--- src/design/fwsw_pkg.sv ---
// Shared types and constants for the event FIFO with stall watchdog.
`default_nettype none
package fwsw_pkg;

    localparam int DEPTH       = 16;
    localparam int EVENT_WIDTH = 32;
    localparam int COUNT_W     = $clog2(DEPTH + 1);
    localparam int LIMIT_W     = 5;
    localparam int THRESH_W    = 16;
    localparam int CFG_DATA_W  = 16;

    localparam logic [LIMIT_W-1:0]  LIMIT_RESET  = LIMIT_W'(16);
    localparam logic [THRESH_W-1:0] THRESH_RESET = THRESH_W'(1000);

    typedef enum logic [1:0] {
        OP_PUSH = 2'd0,
        OP_POP  = 2'd1,
        OP_TICK = 2'd2,
        OP_NOP  = 2'd3
    } t_opcode;

    typedef enum logic [1:0] {
        ST_OK         = 2'd0,
        ST_PUSH_FULL  = 2'd1,
        ST_POP_EMPTY  = 2'd2,
        ST_FALSE_DET  = 2'd3
    } t_status;

    typedef enum logic {
        CFG_DEPTH_LIMIT     = 1'b0,
        CFG_STALL_THRESHOLD = 1'b1
    } t_cfg_index;

    typedef struct packed {
        t_opcode                opcode;
        logic [EVENT_WIDTH-1:0] event_word;
    } t_in_item;

    typedef struct packed {
        logic [EVENT_WIDTH-1:0] pop_word;
        logic [EVENT_WIDTH-1:0] head_word;
        logic                   empty_flag;
        logic                   full_flag;
        logic [COUNT_W-1:0]     occupancy;
        logic [COUNT_W-1:0]     free_slots;
        logic [COUNT_W-1:0]     peak_occupancy;
        logic                   stalled;
        logic                   deadlock_seen;
        t_status                status;
    } t_out_item;

    // Per-cycle control shared by every storage cell.
    typedef struct packed {
        logic                   shift;
        logic [EVENT_WIDTH-1:0] load_word;
    } t_cell_ctl;

    // Watchdog outcome for the current transaction.
    typedef struct packed {
        logic stalled;
        logic deadlock;
        logic false_det;
    } t_wd_status;

endpackage
`default_nettype wire

--- src/design/fwsw_cell.sv ---
// One storage cell of the shifting queue; the head lives in cell zero.
`default_nettype none
module fwsw_cell (
    input  wire logic                            i_clk,
    input  wire fwsw_pkg::t_cell_ctl             i_ctl,
    input  wire logic                            i_load,
    input  wire logic [fwsw_pkg::EVENT_WIDTH-1:0] i_next_word,
    output logic      [fwsw_pkg::EVENT_WIDTH-1:0] o_word
);
    import fwsw_pkg::*;

    logic [EVENT_WIDTH-1:0] r_word;
    logic [EVENT_WIDTH-1:0] n_word;

    always_comb begin
        n_word = r_word;
        if (i_load) begin
            n_word = i_ctl.load_word;
        end else if (i_ctl.shift) begin
            n_word = i_next_word;
        end
    end

    always_ff @(posedge i_clk) begin
        r_word <= n_word;
    end

    assign o_word = r_word;

endmodule
`default_nettype wire

--- src/design/fwsw_watchdog.sv ---
// Stall counter, remembered head and sticky deadlock flag.
`default_nettype none
module fwsw_watchdog #(
    parameter int STALL_WIDTH = 16
) (
    input  wire logic                             i_clk,
    input  wire logic                             i_rst_n,
    input  wire logic                             i_tick,
    input  wire logic                             i_step,
    input  wire logic [fwsw_pkg::EVENT_WIDTH-1:0] i_head,
    input  wire logic [fwsw_pkg::THRESH_W-1:0]    i_threshold,
    output fwsw_pkg::t_wd_status                  o_status
);
    import fwsw_pkg::*;

    localparam int CMP_W = (STALL_WIDTH > THRESH_W) ? STALL_WIDTH : THRESH_W;

    logic [STALL_WIDTH-1:0] r_stall;
    logic [STALL_WIDTH-1:0] n_stall;
    logic [EVENT_WIDTH-1:0] r_remembered;
    logic [EVENT_WIDTH-1:0] n_remembered;
    logic                   r_deadlock;
    logic                   n_deadlock;
    logic                   w_over;

    always_comb begin
        n_stall      = r_stall;
        n_remembered = r_remembered;
        o_status.false_det = 1'b0;
        if (i_tick) begin
            if (i_head == r_remembered) begin
                if (!(&r_stall)) begin
                    n_stall = r_stall + STALL_WIDTH'(1);
                end
            end else begin
                o_status.false_det = r_deadlock;
                n_remembered       = i_head;
                n_stall            = '0;
            end
        end
        w_over     = CMP_W'(n_stall) > CMP_W'(i_threshold);
        n_deadlock = r_deadlock | (i_tick & w_over);
        o_status.stalled  = w_over;
        o_status.deadlock = n_deadlock;
    end

    always_ff @(posedge i_clk) begin
        if (!i_rst_n) begin
            r_stall      <= '0;
            r_remembered <= '0;
            r_deadlock   <= 1'b0;
        end else if (i_step) begin
            r_stall      <= n_stall;
            r_remembered <= n_remembered;
            r_deadlock   <= n_deadlock;
        end
    end

endmodule
`default_nettype wire

--- src/design/fifo_with_stall_watchdog_unit.sv ---
// A result is loaded into the output register in the cycle after its transaction.
// Throughput: one transaction per cycle while the result is taken; the queue is a
// row of shifting cells that all move together on a pop, and the result register
// frees as it is drained. Reset (synchronous, active low) empties the queue, clears
// occupancy, peak, stall state and deadlock flag, restores the depth limit to 16 and
// threshold to 1000. Queue storage is not cleared; only written cells are ever read.
`default_nettype none
module fifo_with_stall_watchdog_unit #(
    parameter int STALL_WIDTH = 16
) (
    input  wire logic                            i_clk,
    input  wire logic                            i_rst_n,
    input  wire logic                            i_in_valid,
    output logic                                 o_in_ready,
    input  wire fwsw_pkg::t_in_item              i_in_data,
    output logic                                 o_out_valid,
    input  wire logic                            i_out_ready,
    output fwsw_pkg::t_out_item                  o_out_data,
    input  wire logic                            i_cfg_we,
    input  wire fwsw_pkg::t_cfg_index            i_cfg_index,
    input  wire logic [fwsw_pkg::CFG_DATA_W-1:0] i_cfg_data
);
    import fwsw_pkg::*;

    logic [LIMIT_W-1:0]     r_depth_limit;
    logic [THRESH_W-1:0]    r_threshold;
    logic [COUNT_W-1:0]     r_count;
    logic [COUNT_W-1:0]     n_count;
    logic [COUNT_W-1:0]     r_peak;
    logic [COUNT_W-1:0]     n_peak;
    logic                   r_out_valid;
    t_out_item              r_out;
    t_out_item              n_out;

    logic                   w_step;
    logic [COUNT_W-1:0]     w_limit;
    logic                   w_full_now;
    logic                   w_push;
    logic                   w_pop;
    logic                   w_tick;
    logic                   w_full_next;
    logic [EVENT_WIDTH-1:0] w_head_next;
    t_cell_ctl              w_ctl;
    t_status                w_status;
    t_wd_status             w_wd;
    logic [EVENT_WIDTH-1:0] w_cell [DEPTH];

    assign o_in_ready  = !r_out_valid || i_out_ready;
    assign w_step      = i_in_valid && o_in_ready;
    assign o_out_valid = r_out_valid;
    assign o_out_data  = r_out;

    // A limit of zero behaves as one; anything past the storage size is clamped.
    always_comb begin
        if (r_depth_limit == '0) begin
            w_limit = COUNT_W'(1);
        end else if (COUNT_W'(r_depth_limit) > COUNT_W'(DEPTH)) begin
            w_limit = COUNT_W'(DEPTH);
        end else begin
            w_limit = COUNT_W'(r_depth_limit);
        end
    end

    always_comb begin
        w_full_now = r_count >= w_limit;
        w_push     = 1'b0;
        w_pop      = 1'b0;
        w_tick     = 1'b0;
        w_status   = ST_OK;
        case (i_in_data.opcode)
            OP_PUSH: begin
                if (w_full_now) begin
                    w_status = ST_PUSH_FULL;
                end else begin
                    w_push = 1'b1;
                end
            end
            OP_POP: begin
                if (r_count == '0) begin
                    w_status = ST_POP_EMPTY;
                end else begin
                    w_pop = 1'b1;
                end
            end
            OP_TICK: begin
                w_tick = r_count != '0;
            end
            default: begin
            end
        endcase
        if (w_wd.false_det) begin
            w_status = ST_FALSE_DET;
        end
    end

    always_comb begin
        w_ctl.shift     = w_step && w_pop;
        w_ctl.load_word = i_in_data.event_word;
    end

    genvar gi;
    generate
        for (gi = 0; gi < DEPTH; gi++) begin : g_cell
            logic [EVENT_WIDTH-1:0] w_neighbor;
            if (gi == DEPTH - 1) begin : g_last
                assign w_neighbor = w_cell[gi];
            end else begin : g_mid
                assign w_neighbor = w_cell[gi+1];
            end
            fwsw_cell u_cell (
                .i_clk       (i_clk),
                .i_ctl       (w_ctl),
                .i_load      (w_step && w_push && (r_count == COUNT_W'(gi))),
                .i_next_word (w_neighbor),
                .o_word      (w_cell[gi])
            );
        end
    endgenerate

    fwsw_watchdog #(
        .STALL_WIDTH (STALL_WIDTH)
    ) u_watchdog (
        .i_clk       (i_clk),
        .i_rst_n     (i_rst_n),
        .i_tick      (w_tick),
        .i_step      (w_step),
        .i_head      (w_cell[0]),
        .i_threshold (r_threshold),
        .o_status    (w_wd)
    );

    always_comb begin
        n_count = r_count;
        if (w_push) begin
            n_count = r_count + COUNT_W'(1);
        end else if (w_pop) begin
            n_count = r_count - COUNT_W'(1);
        end
        n_peak = (n_count > r_peak) ? n_count : r_peak;

        // Head after the transaction: a pop exposes the second cell, a push
        // into an empty queue makes the new word the head.
        if (w_pop) begin
            w_head_next = (DEPTH > 1) ? w_cell[1] : w_cell[0];
        end else if (w_push && (r_count == '0)) begin
            w_head_next = i_in_data.event_word;
        end else begin
            w_head_next = w_cell[0];
        end

        w_full_next          = n_count >= w_limit;
        n_out.pop_word       = w_pop ? w_cell[0] : '0;
        n_out.head_word      = (n_count != '0) ? w_head_next : '0;
        n_out.empty_flag     = n_count == '0;
        n_out.full_flag      = w_full_next;
        n_out.occupancy      = n_count;
        n_out.free_slots     = w_full_next ? '0 : (w_limit - n_count);
        n_out.peak_occupancy = n_peak;
        n_out.stalled        = w_wd.stalled;
        n_out.deadlock_seen  = w_wd.deadlock;
        n_out.status         = w_status;
    end

    always_ff @(posedge i_clk) begin
        if (!i_rst_n) begin
            r_count     <= '0;
            r_peak      <= '0;
            r_out_valid <= 1'b0;
        end else begin
            if (w_step) begin
                r_count     <= n_count;
                r_peak      <= n_peak;
                r_out_valid <= 1'b1;
            end else if (i_out_ready) begin
                r_out_valid <= 1'b0;
            end
        end
    end

    always_ff @(posedge i_clk) begin
        if (w_step) begin
            r_out <= n_out;
        end
    end

    always_ff @(posedge i_clk) begin
        if (!i_rst_n) begin
            r_depth_limit <= LIMIT_RESET;
            r_threshold   <= THRESH_RESET;
        end else if (i_cfg_we) begin
            unique case (i_cfg_index)
                CFG_DEPTH_LIMIT:     r_depth_limit <= i_cfg_data[LIMIT_W-1:0];
                CFG_STALL_THRESHOLD: r_threshold   <= i_cfg_data[THRESH_W-1:0];
                default: begin
                end
            endcase
        end
    end

endmodule
`default_nettype wire

--- config.mk ---
export PLATFORM = sky130hd
export DESIGN_NAME = fifo_with_stall_watchdog_unit
export DESIGN_NICKNAME = d
export VERILOG_FILES = /design/src/design/fwsw_pkg.sv /design/src/design/fwsw_cell.sv /design/src/design/fwsw_watchdog.sv /design/src/design/fifo_with_stall_watchdog_unit.sv
export SDC_FILE = /design/constraint.sdc
export NUM_CORES = 1
export LEC_CHECK = 0
export ABC_AREA = 1
export BUFFER_PORTS_ARGS = -buffer_cell sky130_fd_sc_hd__buf_2
export CORE_MARGIN = 2
export CORE_UTILIZATION = 61
export DETAILED_ROUTE_END_ITERATION = 16
export GPL_TIMING_DRIVEN = 0
export PLACE_DENSITY = 0.76
export SLEW_MARGIN = 30
export SYNTH_ARGS = -nofsm -noshare
export SYNTH_HDL_FRONTEND = slang
export SYNTH_SLANG_ARGS = --single-unit
--- constraint.sdc ---
create_clock -name i_clk -period 4.32 [get_ports i_clk]
set_input_delay 0.216 -clock i_clk [delete_from_list [all_inputs] [get_ports i_clk]]
set_output_delay 0.216 -clock i_clk [all_outputs]
set_load 0.05 [all_outputs]
Yosys cells after proc, flatten, opt, wreduce, memory -nomap -nowiden
Cells that the tools add are included.
- bits of input ports: 56
- logic and storage cells: 165
- memories kept: 0
- bits in writable memories: 0
- memory bits (read-only): 0
- output and inout bits: 87
- register bits: 678
- bits in latches: 0
- reduce and logical (&&, ||, !) cells: 48
- multiplexer cells: 52
- bitwise gates (word level): 4
- $mul: 0
- divide/modulo/power cells: 0
- equality and inequality tests: 18
- shift-type cells: 0
- $add $sub $neg: 4
- magnitude comparators: 5
- operator list (kind ; number):
    $mux W32 ; 32
    $mux W16 ; 3
    $eq A5 B4 Y1 const B ; 8
    $eq A32 B32 Y1 ; 1
    $reduce_bool A2 Y1 ; 16
    $mux W5 ; 5
    $eq A5 B3 Y1 const B ; 4
    $logic_and A1 B1 Y1 ; 20
    $add A16 B1 Y16 const B ; 1
    $gt A16 B16 Y1 ; 1
    $reduce_and A16 Y1 ; 1
    $logic_not A5 Y1 ; 3
    $eq A5 B2 Y1 const B ; 2
    $ge A5 B5 Y1 ; 2
    $mux W1 ; 10
    $reduce_bool A5 Y1 ; 2
    $add A5 B1 Y5 const B ; 1
    $eq A5 B1 Y1 const B ; 1
    $gt A5 B5 Y1 ; 1
    $gt A5 B5 Y1 const B ; 1
    $sub A5 B1 Y5 const B ; 1
    $sub A5 B5 Y5 ; 1
    $pmux W2 S2 ; 1
    $reduce_and A2 Y1 ; 2
    other kinds (10) ; 11

Logic depth before layout (Yosys ltp)
- depth in word-level cells: 9
- depth in mapped cells: 26

Modules after synthesis
Synthesis repeated with hierarchy kept, for this count alone.
- cell total of the unflattened synthesis: 3413
- area, all modules: 31722.9 µm²
- by module, submodules not included (module ; instances ; area each (µm²) ; seq. area each (µm²) ; cells each):
    fwsw_cell ; 16 ; 1401.3 ; 960.9 ; 137
    fifo_with_stall_watchdog_unit ; 1 ; 5844.4 ; 3193.1 ; 668
    fwsw_watchdog ; 1 ; 3457.1 ; 980.9 ; 553

Worst setup path before layout
Ideal clock, no wire load.
- kind: flip-flop to flip-flop
- from: register r_out_valid (netlist: o_out_valid)
- to: register r_out, in the netlist o_out_data[0] (enable)
- cell stages (with the launch flop): 6
- required time: 3.838 ns
- arrival: 4.086 ns
- slack: -0.248 ns
- clock period less this slack: 4.568 ns
- path through: dfxtp_1 > nand2_1 > nand2_1 > inv_1 > clkbuf_1 > clkbuf_1
- longest elaborated chain between the ends: 3
- RTL lines (item ; RTL line ; source):
    from (decl) ; fifo_with_stall_watchdog_unit.sv:31 ; logic r_out_valid;
    from (signal assigned) ; fifo_with_stall_watchdog_unit.sv:168 ; r_out_valid <= 1'b0;
    from (signal assigned) ; fifo_with_stall_watchdog_unit.sv:173 ; r_out_valid <= 1'b1;
    from (signal assigned) ; fifo_with_stall_watchdog_unit.sv:175 ; r_out_valid <= 1'b0;
    $logic_not A1 Y1 ; fifo_with_stall_watchdog_unit.sv:48 ; assign o_in_ready = !r_out_valid || i_out_ready;
    $logic_or A1 B1 Y1 ; fifo_with_stall_watchdog_unit.sv:48 ;
    via o_in_ready ; fifo_with_stall_watchdog_unit.sv:14 ; output logic o_in_ready,
    $logic_and A1 B1 Y1 ; fifo_with_stall_watchdog_unit.sv:49 ; assign w_step = i_in_valid && o_in_ready;
    via u_watchdog.i_step ; fwsw_watchdog.sv:9 ; input wire logic i_step,
    to (signal assigned) ; fifo_with_stall_watchdog_unit.sv:182 ; r_out <= n_out;
    to (decl) ; fifo_with_stall_watchdog_unit.sv:32 ; t_out_item r_out;
The timed path passes the listed nets, and every way through them passes these cells.
A chain may end at the register's enable or synchronous reset.

==> results.cfg <==
[status]
outcome = completed

[logic_synthesis]
synth_edf_count = 597
synth_top_family_by_area = simple AND/OR/NAND/NOR gates
synth_compound_gate_area_share = 0.128
async_flop_share = 0
ys_warn_count = 0
synth.distinct_cells = 43
yosys.area_share.simple = 0.129
synth_area_um2 = 29300
synth_cells = 2735
ys_seq_area_frac = 0.668
synthXorXnorAreaFrac = 0.0122
synth_fp_nets = 2825
avgSynthCellArea_um2 = 10.7
synth_mux_area_frac = 0
ys_ff_latch = 678
ys.flop_type = edfxtp_1
synthAdderAreaFrac = 0.0145

[finish]
finish.instance_area_um2 = 33600
fin_nets = 3092
finish.utilization = 0.706
drive_gt1_frac = 0.115
fill_cells = 3226
syn2layout_area_growth_pct = 14.6

[route]
drt-total-wl_mm = 67.4
drt-pass1-iter-count = 6
route.detailed.drc = 0
vias = 21000
post_drt_wl_per_cell_um = 18.3
drt_iter0_drc = 1973
antenna_left = 0
vias_per_cell = 5.71

[pwr]
powerDensity_nw_per_um2 = 449
p_leak_nw = 13.3
vdd_drop_max_mv = 0.295
total_power_mw = 15.1

[clock_network]
post_cts_resize_count = 0
tritoncts = done
cts_setup_buffers = 0
clock_sinks = 678
cts_max_path_buffers = 3
ctsHtreeMaxLevel = 3
cts_buffers = 69
cts_root_buf = clkbuf_16
cts_hold_buf = 51
insertion_delay_ns = 0.61
path_clk_slew_ns = 0.06

[worst_setup_path]
worstSetupPathType = flop to flop
crit_start = r_count[0]
critPathLaunchType = flop
r2r_start = r_count[0]
critPathRequiredTime_ns = 4.77
arrival_ns = 4.41
critPathMaxFanout = 7
end_kind = flop

[floorplan]
fp.dieW_um = 223
io_pins = 143
rows = 80
dieArea_um2 = 49800
core_um2 = 47500
dieHeight_um = 223
start_util = 0.616

[global_routing]
grt_pass1_vias = 20100
antenna_found_initial = 1
track_usage = 0.269
gr-total-overflow = 0
grt_pass1_wl_mm = 105
grt_max_degree = 76

[sta]
maxSlewViolCount = 0
hold_viol_final = 0
maxSlewHeadroom = 0.486
fin_skew_ns = 0.0206
finalCritPeriodShare = 0.916
grt_setup_unrepaired = no
fmax_mhz = 253
min_period_ns = 3.96
finalSetupViolations = 0
tightest_slew_ns = 0.769

[placed_design]
placed_area_um2 = 30900
post-dp-hpwl_mm = 48.5
io_buffer_count = 142
globalplace.congestion = 0.937

[job]
max_cap_violations = 0

[min_path]
hold_path_startpoint = i_cfg_index
hp-class = input pin to flop
## worst paths after layout
kind | end | slack, ns | cells past startpoint
worst min register to register | u_watchdog.r_remembered[26] | 0.47 | 2
worst max-delay path | o_out_data[2] | 0.36 | 20
worst max register to register | o_out_data[2] | 0.36 | 20
worst min-delay path | r_depth_limit[4] | 0.04 | 3
## flip-flops by register name, summed over array words and instances (netlist names)
signal and cells:
u_watchdog.r_stall 16, u_watchdog.r_remembered 32, u_watchdog.r_deadlock 1, r_peak 5
o_out_valid 1, r_threshold 16, g_cell.u_cell.o_word 512, r_depth_limit 5
r_count 5, o_out_data 85
## area by class of cell
class,instances,area (µm²),share of cell area
clock inverter,29,234,0.00697
inverter,176,661,0.0197
tap,615,769,0.0229
clock buffer,97,1920,0.0571
buffer,188,768,0.0229
timing repair buffer,196,1300,0.0389
sequential,678,19500,0.583
antenna,1,2.50,0.0000746
multi-input combinational,1693,8350,0.249
## Yosys cell counts, types with 5 or more instances
cell type	number	area, µm²
nand2_1	714	2680
a21oi_2	30	263
buf_2	24	120
nand3_1	65	325
clkbuf_1	159	597
inv_2	9	33.8
ha_1	34	425
o211ai_1	39	293
edfxtp_1	597	17900
a21oi_1	83	415
nand4_1	11	68.8
o21ai_0	533	2670
xor2_1	34	298
nand2_2	11	68.8
nor2_1	82	308
xnor2_1	5	43.8
nor4_1	9	56.3
inv_1	167	627
dfxtp_1	81	1620
nor3_1	6	30.0
## cell usage in the layout (no fill, tap or decap), types with 39 or more instances in the layout
cell type | synthesis | routed
a21oi_1 | 83 | 83
buf_2 | 24 | 166
clkbuf_1 | 159 | 181
clkbuf_16 | 0 | 72
dfxtp_1 | 81 | 81
dlygate4sd3_1 | 0 | 51
edfxtp_1 | 597 | 597
inv_1 | 167 | 167
nand2_1 | 714 | 699
nand3_1 | 65 | 65
nor2_1 | 82 | 81
o211ai_1 | 39 | 39
o21ai_0 | 533 | 533
## per-stage QoR
step / setup TNS, ns / hold slack (ns) / cells / setup slack (ns)
6_report: 0 / 0.0434 / 3673 / 0.362
5_1_grt: 0 / 0.0395 / 3672 / 0.0674
4_1_cts: 0 / 0.00175 / 3672 / 0.473
3_5_place_dp: 0 / 0.410 / 3495 / 0.493
3_3_place_gp: -22.56 / 0.409 / 3492 / -0.709
2_1_floorplan: 0 / 0.315 / 2735 / 0.872
## cell families after synthesis
logic type / Yosys count
xor gates and xnor gates: 40
and+or+nand+nor: 918
DFF: 678
adders and majority gates: 34
AOI/OAI and AO/OA: 701
buffers and inverters: 364
## where the power goes
group	internal [mW]	switching, mW	leakage, nW	total, mW
registers	7.48	0.122	6.17	7.61
clock network	3.29	2.44	1.04	5.72
logic	0.456	1.27	6.12	1.72
## per-layer routing
metal	up-vias	global-route usage	wire [µm]	share of wire
met4	0	0.117	2490	0.037
met2	848	0.454	33000	0.49
met1	9985	0.350	27300	0.40
met3	148	0.0423	4610	0.068
met5	-	0	0	0
li1	10000	-	-	-
## worst max-delay path, cell delays in order, from the launching register on
cell and delay, ns:
dfxtp_1 0.47, inv_1 0.23, ha_1 0.32, nand2_1 0.14, nor2_4 0.08, nor3_4 0.30
nand2_1 0.16, inv_1 0.19, nand2_1 0.12, nor2_1 0.14, nand3_1 0.12, xnor2_1 0.15
nand2_1 0.08, inv_1 0.07, ha_1 0.32, nand4_1 0.13, o221ai_1 0.20, nand2_1 0.07
a22oi_1 0.24, nand2_1 0.16, nand2_1 0.12
No activity file was read; power rests on OpenSTA's default activity.
